**src/hw/rtl/ps2md_pkg.sv**
```systemverilog
// Package: widths, register indexes, event codes, structs and arithmetic helpers.
package ps2md_pkg;

	localparam int POS_W      = 10;
	localparam int OUT_POS_W  = 10;
	localparam int LIM_W      = 10;
	localparam int CFG_IDX_W  = 2;
	localparam int CFG_DATA_W = 10;
	localparam int BYTE_W     = 8;
	localparam int KIND_W     = 2;
	localparam int BTN_W      = 5;
	localparam int DELTA_W    = 11;
	localparam int SUM_W      = ((POS_W > DELTA_W) ? POS_W : DELTA_W) + 2;

	// Register indexes
	localparam logic [CFG_IDX_W-1:0] REG_WHEEL = 2'd0;
	localparam logic [CFG_IDX_W-1:0] REG_MAX_X = 2'd1;
	localparam logic [CFG_IDX_W-1:0] REG_MAX_Y = 2'd2;

	// Event codes
	localparam logic [KIND_W-1:0] EV_MOVED = 2'd0;
	localparam logic [KIND_W-1:0] EV_DOWN  = 2'd1;
	localparam logic [KIND_W-1:0] EV_UP    = 2'd2;

	// Reset values
	localparam logic [LIM_W-1:0] MAX_X_RESET    = LIM_W'(1023);
	localparam logic [LIM_W-1:0] MAX_Y_RESET    = LIM_W'(767);
	localparam logic [POS_W-1:0] CURSOR_X_RESET = POS_W'(400);
	localparam logic [POS_W-1:0] CURSOR_Y_RESET = POS_W'(300);

	// Byte layout
	localparam int DX_SIGN_BIT = 4;
	localparam int DY_SIGN_BIT = 5;

	localparam logic signed [DELTA_W-1:0] SCALE_LIMIT = DELTA_W'(5);
	localparam logic signed [SUM_W-1:0]   POS_MAX     = SUM_W'((1 << POS_W) - 1);

	typedef struct packed {
		logic             wheel;
		logic [LIM_W-1:0] max_x;
		logic [LIM_W-1:0] max_y;
	} cfg_t;

	typedef struct packed {
		logic              fire;
		logic [BYTE_W-1:0] b0;
		logic [BYTE_W-1:0] b1;
		logic [BYTE_W-1:0] b2;
		logic [BYTE_W-1:0] b3;
	} pkt_t;

	// Triple a delta whose magnitude exceeds the threshold
	function automatic logic signed [DELTA_W-1:0] scale_delta(
		input logic signed [DELTA_W-1:0] d
	);
		if (d > SCALE_LIMIT || d < -SCALE_LIMIT) begin
			return (d <<< 1) + d;
		end
		return d;
	endfunction

	// Move a position and clamp it to 0..limit, limit bounded by the position range
	function automatic logic [POS_W-1:0] move_clamped(
		input logic [POS_W-1:0]          pos,
		input logic signed [DELTA_W-1:0] d,
		input logic [LIM_W-1:0]          limit
	);
		logic signed [SUM_W-1:0] v;
		logic signed [SUM_W-1:0] lim;
		v   = $signed(SUM_W'(pos)) + SUM_W'(d);
		lim = $signed(SUM_W'(limit));
		if (lim > POS_MAX) begin
			lim = POS_MAX;
		end
		if (v < 0) begin
			v = '0;
		end
		if (v > lim) begin
			v = lim;
		end
		return POS_W'(v);
	endfunction

endpackage

```
**src/hw/rtl/ps2md_byte_if.sv**
```systemverilog
// Interface: mouse byte channel.
interface ps2md_byte_if;
	import ps2md_pkg::*;

	logic              valid;
	logic              ready;
	logic [BYTE_W-1:0] data_byte;

	modport source (output valid, output data_byte, input ready);
	modport sink (input valid, input data_byte, output ready);
endinterface

```
**src/hw/rtl/ps2md_event_if.sv**
```systemverilog
// Interface: decoded mouse event channel.
interface ps2md_event_if;
	import ps2md_pkg::*;

	logic                 valid;
	logic                 ready;
	logic [KIND_W-1:0]    event_kind;
	logic [OUT_POS_W-1:0] pos_x;
	logic [OUT_POS_W-1:0] pos_y;
	logic [BTN_W-1:0]     button_bits;
	logic                 last_event;

	modport source (output valid, output event_kind, output pos_x, output pos_y,
		output button_bits, output last_event, input ready);
	modport sink (input valid, input event_kind, input pos_x, input pos_y,
		input button_bits, input last_event, output ready);
endinterface

```
**src/hw/rtl/ps2_mouse_packet_decoder_top.sv**
```systemverilog
// Path: a packet's final byte passes the input register and is then loaded into the
// event register, where its first event becomes valid; it waits in the input register
// while the event register is busy. Throughput: one byte per cycle but for such waits;
// the input register and the event register part the two sides, and a packet with a
// move and a button change holds the event register until both its events are taken.
// Reset: asynchronous, active low; cursor to (400, 300), limits 1023 and 767,
// three-byte mode, packet count and button history cleared.
module ps2_mouse_packet_decoder_top (
	input  logic                             clk,
	input  logic                             arst_n,
	input  logic                             cfg_we,
	input  logic [ps2md_pkg::CFG_IDX_W-1:0]  cfg_index,
	input  logic [ps2md_pkg::CFG_DATA_W-1:0] cfg_wdata,
	ps2md_byte_if.sink                       byte_in,
	ps2md_event_if.source                    event_out
);
	import ps2md_pkg::*;

	cfg_t cfg;
	pkt_t pkt;
	logic pair_free;

	ps2md_cfg_regs u_cfg (
		.clk       (clk),
		.arst_n    (arst_n),
		.cfg_we    (cfg_we),
		.cfg_index (cfg_index),
		.cfg_wdata (cfg_wdata),
		.cfg       (cfg)
	);

	ps2md_assembler u_asm (
		.clk       (clk),
		.arst_n    (arst_n),
		.cfg       (cfg),
		.in_valid  (byte_in.valid),
		.in_byte   (byte_in.data_byte),
		.in_ready  (byte_in.ready),
		.pair_free (pair_free),
		.pkt       (pkt)
	);

	ps2md_event_unit u_evt (
		.clk       (clk),
		.arst_n    (arst_n),
		.cfg       (cfg),
		.pkt       (pkt),
		.pair_free (pair_free),
		.event_out (event_out)
	);
endmodule

```
**src/hw/rtl/ps2md_cfg_regs.sv**
```systemverilog
// Configuration registers: wheel mode and the cursor clamp limits.
module ps2md_cfg_regs (
	input  logic                           clk,
	input  logic                           arst_n,
	input  logic                           cfg_we,
	input  logic [ps2md_pkg::CFG_IDX_W-1:0]  cfg_index,
	input  logic [ps2md_pkg::CFG_DATA_W-1:0] cfg_wdata,
	output ps2md_pkg::cfg_t                cfg
);
	import ps2md_pkg::*;

	cfg_t cfg_q;

	// Write the addressed register, drop unknown indexes
	always_ff @(posedge clk or negedge arst_n) begin
		if (!arst_n) begin
			cfg_q.wheel <= 1'b0;
			cfg_q.max_x <= MAX_X_RESET;
			cfg_q.max_y <= MAX_Y_RESET;
		end else if (cfg_we) begin
			case (cfg_index)
				REG_WHEEL: cfg_q.wheel <= cfg_wdata[0];
				REG_MAX_X: cfg_q.max_x <= cfg_wdata[LIM_W-1:0];
				REG_MAX_Y: cfg_q.max_y <= cfg_wdata[LIM_W-1:0];
				default: ;
			endcase
		end
	end

	assign cfg = cfg_q;
endmodule

```
**src/hw/rtl/ps2md_assembler.sv**
```systemverilog
// Packet assembler: input register, stored packet bytes and byte count.
module ps2md_assembler (
	input  logic                         clk,
	input  logic                         arst_n,
	input  ps2md_pkg::cfg_t              cfg,
	input  logic                         in_valid,
	input  logic [ps2md_pkg::BYTE_W-1:0] in_byte,
	output logic                         in_ready,
	input  logic                         pair_free,
	output ps2md_pkg::pkt_t              pkt
);
	import ps2md_pkg::*;

	logic              valid_s1;
	logic [BYTE_W-1:0] byte_s1;
	logic [BYTE_W-1:0] pkt_q [3];
	logic [1:0]        count_q;
	logic [1:0]        last_idx;
	logic              completes;
	logic              advance;

	// A byte completes the packet once the count reaches the mode's last index
	assign last_idx  = cfg.wheel ? 2'd3 : 2'd2;
	assign completes = (count_q >= last_idx);
	assign advance   = valid_s1 && (!completes || pair_free);
	assign in_ready  = !valid_s1 || advance;

	// Hold the byte until it can advance
	always_ff @(posedge clk or negedge arst_n) begin
		if (!arst_n) begin
			valid_s1 <= 1'b0;
		end else if (in_ready) begin
			valid_s1 <= in_valid;
		end
	end

	always_ff @(posedge clk) begin
		if (in_ready && in_valid) begin
			byte_s1 <= in_byte;
		end
	end

	// Store a non-final byte, restart the count on a finished packet
	always_ff @(posedge clk or negedge arst_n) begin
		if (!arst_n) begin
			count_q  <= 2'd0;
			pkt_q[0] <= '0;
			pkt_q[1] <= '0;
			pkt_q[2] <= '0;
		end else if (advance) begin
			if (completes) begin
				count_q <= 2'd0;
			end else begin
				count_q <= count_q + 2'd1;
				case (count_q)
					2'd0: pkt_q[0] <= byte_s1;
					2'd1: pkt_q[1] <= byte_s1;
					2'd2: pkt_q[2] <= byte_s1;
					default: ;
				endcase
			end
		end
	end

	// Present the finished packet; in three-byte mode the extra byte is zero
	always_comb begin
		pkt.fire = advance && completes;
		pkt.b0   = pkt_q[0];
		pkt.b1   = pkt_q[1];
		if (cfg.wheel) begin
			pkt.b2 = pkt_q[2];
			pkt.b3 = byte_s1;
		end else begin
			pkt.b2 = (count_q == 2'd2) ? byte_s1 : pkt_q[2];
			pkt.b3 = '0;
		end
	end
endmodule

```
**src/hw/rtl/ps2md_event_unit.sv**
```systemverilog
// Event unit: decode deltas and buttons, move the cursor, hold up to two events.
module ps2md_event_unit (
	input  logic             clk,
	input  logic             arst_n,
	input  ps2md_pkg::cfg_t  cfg,
	input  ps2md_pkg::pkt_t  pkt,
	output logic             pair_free,
	ps2md_event_if.source    event_out
);
	import ps2md_pkg::*;

	logic [POS_W-1:0]          cursor_x_q;
	logic [POS_W-1:0]          cursor_y_q;
	logic [BTN_W-1:0]          prev_btn_q;
	logic [1:0]                rem_q;
	logic [KIND_W-1:0]         kind_b_q;
	logic [POS_W-1:0]          pos_x_q;
	logic [POS_W-1:0]          pos_y_q;
	logic [BTN_W-1:0]          btn_q;

	logic [BTN_W-1:0]          btn;
	logic signed [DELTA_W-1:0] dx_raw;
	logic signed [DELTA_W-1:0] dy_raw;
	logic signed [DELTA_W-1:0] dx;
	logic signed [DELTA_W-1:0] dy;
	logic [POS_W-1:0]          new_x;
	logic [POS_W-1:0]          new_y;
	logic                      moved;
	logic                      btn_chg;
	logic [1:0]                n_events;
	logic                      out_fire;

	// Decode buttons and signed deltas; dy is negated
	always_comb begin
		btn    = {pkt.b3[5:4], pkt.b0[2:0]};
		dx_raw = DELTA_W'($signed({pkt.b0[DX_SIGN_BIT], pkt.b1}));
		dy_raw = -DELTA_W'($signed({pkt.b0[DY_SIGN_BIT], pkt.b2}));
		dx     = scale_delta(dx_raw);
		dy     = scale_delta(dy_raw);
		new_x  = move_clamped(cursor_x_q, dx, cfg.max_x);
		new_y  = move_clamped(cursor_y_q, dy, cfg.max_y);
		moved  = (dx_raw != '0) || (dy_raw != '0) || (pkt.b3[3:0] != 4'd0);
		btn_chg  = (btn != prev_btn_q);
		n_events = {1'b0, moved} + {1'b0, btn_chg};
	end

	assign out_fire  = event_out.valid && event_out.ready;
	assign pair_free = (rem_q == 2'd0) || (rem_q == 2'd1 && event_out.ready);

	// Advance the cursor and button history on every finished packet
	always_ff @(posedge clk or negedge arst_n) begin
		if (!arst_n) begin
			cursor_x_q <= CURSOR_X_RESET;
			cursor_y_q <= CURSOR_Y_RESET;
			prev_btn_q <= '0;
		end else if (pkt.fire) begin
			cursor_x_q <= new_x;
			cursor_y_q <= new_y;
			prev_btn_q <= btn;
		end
	end

	// Load the event pair, drain one event per output handshake
	always_ff @(posedge clk or negedge arst_n) begin
		if (!arst_n) begin
			rem_q <= 2'd0;
		end else if (pkt.fire && n_events != 2'd0) begin
			rem_q <= n_events;
		end else if (out_fire) begin
			rem_q <= rem_q - 2'd1;
		end
	end

	always_ff @(posedge clk) begin
		if (pkt.fire && n_events != 2'd0) begin
			kind_b_q <= !btn_chg ? EV_MOVED : ((btn != '0) ? EV_DOWN : EV_UP);
			pos_x_q  <= new_x;
			pos_y_q  <= new_y;
			btn_q    <= btn;
		end
	end

	// The first of two events is always the move
	assign event_out.valid       = (rem_q != 2'd0);
	assign event_out.event_kind  = (rem_q == 2'd2) ? EV_MOVED : kind_b_q;
	assign event_out.pos_x       = OUT_POS_W'(pos_x_q);
	assign event_out.pos_y       = OUT_POS_W'(pos_y_q);
	assign event_out.button_bits = btn_q;
	assign event_out.last_event  = (rem_q == 2'd1);
endmodule

```
**src/flat_wrapper.sv**
```systemverilog
// flat-port wrapper written by rule: the top's interface ports become plain ports
module ps2_mouse_packet_decoder_top_flat import ps2md_pkg::*;
  (clk, arst_n, cfg_we, cfg_index, cfg_wdata, byte_in_valid, byte_in_data_byte, byte_in_ready, event_out_valid, event_out_event_kind, event_out_pos_x, event_out_pos_y, event_out_button_bits, event_out_last_event, event_out_ready);
  ps2md_byte_if byte_in_i ();
  ps2md_event_if event_out_i ();
  input  logic clk;
  input  logic arst_n;
  input  logic cfg_we;
  input  logic [ps2md_pkg::CFG_IDX_W-1:0] cfg_index;
  input  logic [ps2md_pkg::CFG_DATA_W-1:0] cfg_wdata;
  input wire logic [$bits(byte_in_i.valid)-1:0] byte_in_valid;
  input wire logic [$bits(byte_in_i.data_byte)-1:0] byte_in_data_byte;
  output wire logic [$bits(byte_in_i.ready)-1:0] byte_in_ready;
  output wire logic [$bits(event_out_i.valid)-1:0] event_out_valid;
  output wire logic [$bits(event_out_i.event_kind)-1:0] event_out_event_kind;
  output wire logic [$bits(event_out_i.pos_x)-1:0] event_out_pos_x;
  output wire logic [$bits(event_out_i.pos_y)-1:0] event_out_pos_y;
  output wire logic [$bits(event_out_i.button_bits)-1:0] event_out_button_bits;
  output wire logic [$bits(event_out_i.last_event)-1:0] event_out_last_event;
  input wire logic [$bits(event_out_i.ready)-1:0] event_out_ready;
  assign byte_in_i.valid = byte_in_valid;
  assign byte_in_i.data_byte = byte_in_data_byte;
  assign byte_in_ready = byte_in_i.ready;
  assign event_out_valid = event_out_i.valid;
  assign event_out_event_kind = event_out_i.event_kind;
  assign event_out_pos_x = event_out_i.pos_x;
  assign event_out_pos_y = event_out_i.pos_y;
  assign event_out_button_bits = event_out_i.button_bits;
  assign event_out_last_event = event_out_i.last_event;
  assign event_out_i.ready = event_out_ready;
  ps2_mouse_packet_decoder_top u_core (.clk(clk), .arst_n(arst_n), .cfg_we(cfg_we), .cfg_index(cfg_index), .cfg_wdata(cfg_wdata), .byte_in(byte_in_i), .event_out(event_out_i));
endmodule
```
**config.mk**
```make
export PLATFORM = sky130hd
export DESIGN_NAME = ps2_mouse_packet_decoder_top_flat
export DESIGN_NICKNAME = d
export VERILOG_FILES = /design/src/hw/rtl/ps2md_pkg.sv /design/src/hw/rtl/ps2md_byte_if.sv /design/src/hw/rtl/ps2md_event_if.sv /design/src/hw/rtl/ps2_mouse_packet_decoder_top.sv /design/src/hw/rtl/ps2md_cfg_regs.sv /design/src/hw/rtl/ps2md_assembler.sv /design/src/hw/rtl/ps2md_event_unit.sv /design/src/flat_wrapper.sv
export SDC_FILE = /design/constraint.sdc
export NUM_CORES = 1
export LEC_CHECK = 0
export CORE_MARGIN = 5
export CORE_UTILIZATION = 60
export CTS_CLUSTER_DIAMETER = 150
export DETAILED_ROUTE_END_ITERATION = 6
export DONT_BUFFER_PORTS = 1
export PLACE_DENSITY_LB_ADDON = 0.2
export SYNTH_ARGS = -nofsm -noshare
export SYNTH_HDL_FRONTEND = slang
export SYNTH_SLANG_ARGS = --single-unit
```
**constraint.sdc**
```tcl
create_clock -name clk -period 10.5 [get_ports clk]
set_clock_uncertainty 0.1 [all_clocks]
set_input_delay 0.525 -clock clk [delete_from_list [all_inputs] [get_ports clk]]
set_output_delay 0.525 -clock clk [all_outputs]
set_load 0.03 [all_outputs]
```
==> Yosys cells after proc, flatten, opt, wreduce, memory -nomap -nowiden <==
Index checks and enable logic that the tools add are counted.
{ "totals": {"output_inout_bits": 30, "regBits": 108, "input_bits": 25} }
{ "op_classes": {"add_sub_neg": 8, "magnitude_cmp": 9, "n_bitwise": 1, "n_eq_ne": 7, "reduce_logical": 31, "mux": 18} }
{ "ops": {"columns": ["cell", "count"], "rows": [
  ["$mux W11", 4],
  ["$gt A13 B11 Y1", 2],
  ["$mux W13", 2],
  ["$add A11 B11 Y12", 2],
  ["$lt A12 B1 Y1 const B", 2],
  ["$reduce_bool A11 Y1", 2],
  ["$mux W10", 2],
  ["$mux W16", 1],
  ["$add A10 B9 Y11", 1],
  ["$add A11 B11 Y11", 1],
  ["$gt A11 B4 Y1 const B", 1],
  ["$lt A11 B4 Y1 const B", 1],
  ["$neg A9 Y11", 1],
  ["$mux W2", 5],
  ["$gt A9 B4 Y1 const B", 1],
  ["$lt A9 B4 Y1 const B", 1],
  ["$mux W8", 1],
  ["$reduce_and A2 Y1", 4],
  ["$logic_or A1 B1 Y1", 7],
  ["$eq A2 B1 Y1 const B", 3],
  ["$eq A2 B2 Y1 const B", 3],
  ["$logic_and A1 B1 Y1", 6],
  ["$logic_not A2 Y1", 3],
  ["$reduce_and A3 Y1", 2],
  ["11 further kinds", 16]
]} }

==> Longest topological paths before layout <==
{ "logic_depth": {"ltp_word": 13, "mapped_depth": 46, "mapped_depth_nobuf": 42} }

==> Hierarchy <==
Synthesis repeated with hierarchy kept, for this count alone.
{ "hier_totals": {"cells_unflattened": 736, "hier_area_um2": 7963.9} }
{ "modules_own_cells": {"columns": ["mod", "instances", "cells_per_inst", "seq_area_each_um2", "area_each_um2"], "rows": [
  ["ps2md_event_unit", 1, 568, 1495.2, 5378.9],
  ["ps2md_assembler", 1, 121, 915.9, 1679.1],
  ["ps2md_cfg_regs", 1, 47, 549.3, 905.9]
]} }

==> Worst setup path after synthesis <==
No wires, ideal clock.
{ "synth_path": {"kind": "reg-to-reg", "start": "register u_core.u_asm.count_q[0]", "end": "register u_core.u_evt.cursor_y_q[9]", "path_buffers": 3, "required_time_ns": 10.275, "path_stages_with_launch": 43, "arrival_ns": 8.177, "slack_ns": 2.098, "setup_time_ns": 0.125, "cell_sequence": "dfrtp_1 > inv_1 > ha_1 > nor2b_1 > buf_6 > buf_2 > mux2_2 > inv_1 > ha_1 > o211ai_1 > nor3_1 > xor2_1 > inv_1 > ha_1 > inv_1 > a31oi_1 > o311a_1 > o21ai_1 > [7 not listed] > a21oi_1 > o21bai_1 > a21oi_1 > o21ai_0 > and2_1 > nor2_1 > nor2b_1 > ha_1 > nor2b_1 > o21a_1 > o21ai_0 > nand2b_1 > a21oi_1 > o21ai_0 > o21ai_0 > o211ai_4 > mux2_4 > mux2_2"} }
{ "synth_via": {"elab_chain_len": 13} }
{ "synth_lines": {"columns": ["element", "line", "rtl"], "rows": [
  ["start, declared", "ps2md_assembler.sv:17", "logic [1:0] count_q;"],
  ["start signal, assigned", "ps2md_assembler.sv:54", "count_q <= count_q + 2'd1;"],
  ["$eq A2 B2 Y1 *", "ps2md_assembler.sv:74", "pkt.b2 = (count_q == 2'd2) ? byte_s1 : pkt_q[2];"],
  ["$mux W8 *", null, null],
  ["$mux W16 *", "ps2md_assembler.sv:70", "if (cfg.wheel) begin"],
  ["$neg A9 Y11 *", "ps2md_event_unit.sv:37", "dy_raw = -DELTA_W'($signed({pkt.b0[DY_SIGN_BIT], pkt.b2}));"],
  ["$gt A11 B4 Y1 / $lt A11 B4 Y1 (equally long branches)", "ps2md_pkg.sv:56", "if (d > SCALE_LIMIT || d < -SCALE_LIMIT) begin"],
  ["$logic_or A1 B1 Y1", "ps2md_pkg.sv:56", null],
  ["$mux W1", "ps2md_pkg.sv:56", null],
  ["$mux W11 *", "ps2md_pkg.sv:59", "return d;"],
  ["$add A11 B11 Y12 *", "ps2md_pkg.sv:70", "v = $signed(SUM_W'(pos)) + SUM_W'(d);"],
  ["$lt A12 B1 Y1", "ps2md_pkg.sv:75", "if (v < 0) begin"],
  ["$mux W13 *", "ps2md_pkg.sv:75", null],
  ["$gt A13 B11 Y1", "ps2md_pkg.sv:78", "if (v > lim) begin"],
  ["$mux W10 *", "ps2md_pkg.sv:78", null],
  ["via u_core.u_evt.new_y[9]", "ps2md_event_unit.sv:27", "logic [POS_W-1:0] new_y;"],
  ["end signal, assigned", "ps2md_event_unit.sv:58", "cursor_y_q <= new_y;"],
  ["end, declared", "ps2md_event_unit.sv:13", "logic [POS_W-1:0] cursor_y_q;"]
]} }
The timed path passes the listed nets; every way through them passes the cells marked *. The select of a mux whose other input is x is not followed.
A chain may end at the register's enable or synchronous reset.

==> Worst setup path after layout <==
Ends and elaborated chain as after synthesis.

==> metrics.yaml <==
ios: 55
n_fill_cell: 1018
syn-cell-area_um2: 7620
slowest_delay_ns: 0.52
grt_usage_pct: 23.1
dp_hpwl_um: 12600
fmaxAchievable_mhz: 105
cts_root_buffer: "clkbuf_16"
vias: 5190
area_delta_synth_final_pct: 6.83
cts_max_level: 3
final_common_cell: "ha_1"
die_area_um2: 15000
grt_max_degree: 73
port_buffers: 0
fin_crit_sh_pct: 90.7
cp_common_cell: "a21oi_1"
rsz0062_at_grt: "false"
outcome: "complete, no violations"
setup_tns_ns: 0
relSlewSlack_pct: 56.0
final_cell_mix: "ha_1, inv_1, mux2_2, dfrtp_1, nand2_1"
synth_nets: 843
whs_path_depth: 0
clock-sinks: 107
drc: 0
start_util_pct: 60.9
ys_seq_elements: 107
gp_congestion: 0.906
critical_path.top_delay_family: "compound AO/OA/AOI/OAI gates"
drive_gt1_share_pct: 19.3
n_antenna_cell: 0
min_period_ns: 9.53
die_h_um: 123
crit_buf_inv: 3
hold_viol: 0
antenna_left: 0
synth_edf_count: 35
reg2reg_slack_ns: 0.97
ys_seq_area_share_pct: 37.9
synthCells: 723
tightest_slew_ns: 0.659
endpoint_kind: "flop"
async_reset_ff_share_pct: 67.3
drt-vias-per-instance: 5.75
synth_ff_type: "dfrtp_1"
ff2ff_path_depth: 41
r2r-start: "u_core.u_asm.count_q[0]$_DFFE_PN0P_"
first_pass_iters: 5
cts_made_buffers: 9
startpoint: "u_core.u_asm.count_q[0]$_DFFE_PN0P_"
crit_type: "reg2reg"
ys_types: 68
die_x_um: 123
core_area_um2: 12500
place_ws_ns: 0.985
cts_buffer_depth: 2
grt_pass1_vias: 5453
fin_ws_ns: 0.974
critPathSlowestCell: "nor2b_1"
cts_tree: "built"
yosys_warnings: 0
antenna_found_initial: 0
maxSlewViolCount: 0
detail_route.wl_per_cell_um: 17.7
nets: 846
finalSetupViolCount: 0
wl_um: 16000
cp_num_cells: 41
rows: 41
synth.avg_cell_area_um2: 10.5
grt_remaining_overflow: 0
crit_fanout: 16
whs_endpoint: "u_core.u_asm.byte_s1[5]$_DFFE_PP_"
critical_path_required_ns: 10.65
path_clk_slew_ns: 0.07
drv_cap: 0
rr_endpoint: "u_core.u_evt.cursor_y_q[9]$_DFFE_PN0P_"
hp-start: "byte_in_data_byte[5]"
cts.repair.resized: 0
hp-class: "in2reg"
start_kind: "flop"
grt_pass1_wl_um: 26900
drtIter0Drc: 315
critPathArrivalTime_ns: 9.67
clock_latency_ns: 0.36
synthesized netlist by cell type, types with 8 or more instances:
cell type	n	share of area [%]
dfstp_2	26	9.0
nand2_1	42	2.1
o21ai_0	26	1.7
mux2i_1	10	1.3
clkbuf_1	11	0.54
xor2_1	10	1.1
nand3_1	12	0.79
nor2_1	41	2.0
xnor2_1	27	3.1
a21o_1	12	1.2
ha_1	91	15
and3_1	12	0.99
nor2b_1	19	1.6
o21a_1	8	0.79
mux2_2	70	10
a21oi_1	39	2.6
inv_1	71	3.5
edfxtp_1	35	14
dfrtp_1	46	15
nor3_1	9	0.59
area by class of cell:
type                    instances  area, um2  share of cell area, %
clock buffers                  11        264                   3.24
clock inverters                 5       40.0                  0.492
inverters                      72        272                   3.34
multi-input cells             530       4390                   54.0
flip-flops and latches        107       2890                   35.5
well taps                     172        215                   2.64
repair buffers                  6       67.6                  0.830
kinds of logic after synthesis:
group / Yosys count / synth area share [%]
compound gates: 140 / 13.2
xor+xnor: 37 / 4.25
fa+ha+maj: 95 / 16.0
buf+inv: 86 / 4.47
flops: 107 / 37.9
mux: 83 / 12.4
simple gates: 175 / 11.9
metal layers:
layer / part of all wire [%] / GRT usage (%)
met5: 0 / 0
met2: 48 / 39.9
met3: 3.8 / 4.84
met4: 2.5 / 7.56
met1: 45 / 28.7
what timing repair did:
item,CTS,global route
buffers inserted,0,0
hold buffers,2,0
hold endpoints to repair,72,0
registers in the layout, indices dropped and copies added (netlist names):
name	flops
u_core.u_evt.kind_b_q	2
u_core.u_evt.rem_q	2
u_core.u_evt.prev_btn_q	5
u_core.u_cfg.cfg	21
u_core.u_evt.event_out.button_bits	5
u_core.u_asm.pkt_q	8
u_core.u_evt.cursor_y_q	10
u_core.u_evt.event_out.pos_x	10
u_core.u_evt.event_out.pos_y	10
u_core.u_asm.byte_s1	8
u_core.u_asm.count_q	2
u_core.u_asm.pkt	13
u_core.u_asm.valid_s1	1
u_core.u_evt.cursor_x_q	10
worst max-delay path by stage:
stage                                                  end
global placement    u_core.u_evt.cursor_y_q[9]$_DFFE_PN0P_
global route        u_core.u_evt.cursor_y_q[9]$_DFFE_PN0P_
detailed placement  u_core.u_evt.cursor_y_q[9]$_DFFE_PN0P_
finish              u_core.u_evt.cursor_y_q[9]$_DFFE_PN0P_
CTS                 u_core.u_evt.cursor_y_q[9]$_DFFE_PN0P_
floorplan           u_core.u_evt.cursor_y_q[9]$_DFFE_PN0P_
worst register-to-register path, delay by kind of cell (launching register included):
kind / cells / cell delay [ns]
AO/OA/AOI/OAI: 18 / 3.55
XOR/XNOR: 1 / 0.16
adder cells (fa/ha/maj): 5 / 1.18
buffers and inverters: 3 / 0.56
flip-flops: 1 / 0.38
multiplexers: 3 / 1.00
AND/OR/NAND/NOR: 11 / 2.45
through the flow:
step	utilization (%)	hold WS [ns]	instances	area (um2)
after floorplan	-	0.129	723	7620
after global placement	62.3	0.133	885	7800
after detailed placement	62.3	0.132	885	7800
after CTS	65.0	0.150	903	8140
after global routing	65.0	0.139	903	8140
final	65.0	0.161	903	8140
Power is left out: the tool's default activity adds up to more than one toggle a clock period on the data nets, which glitch-free logic cannot reach.
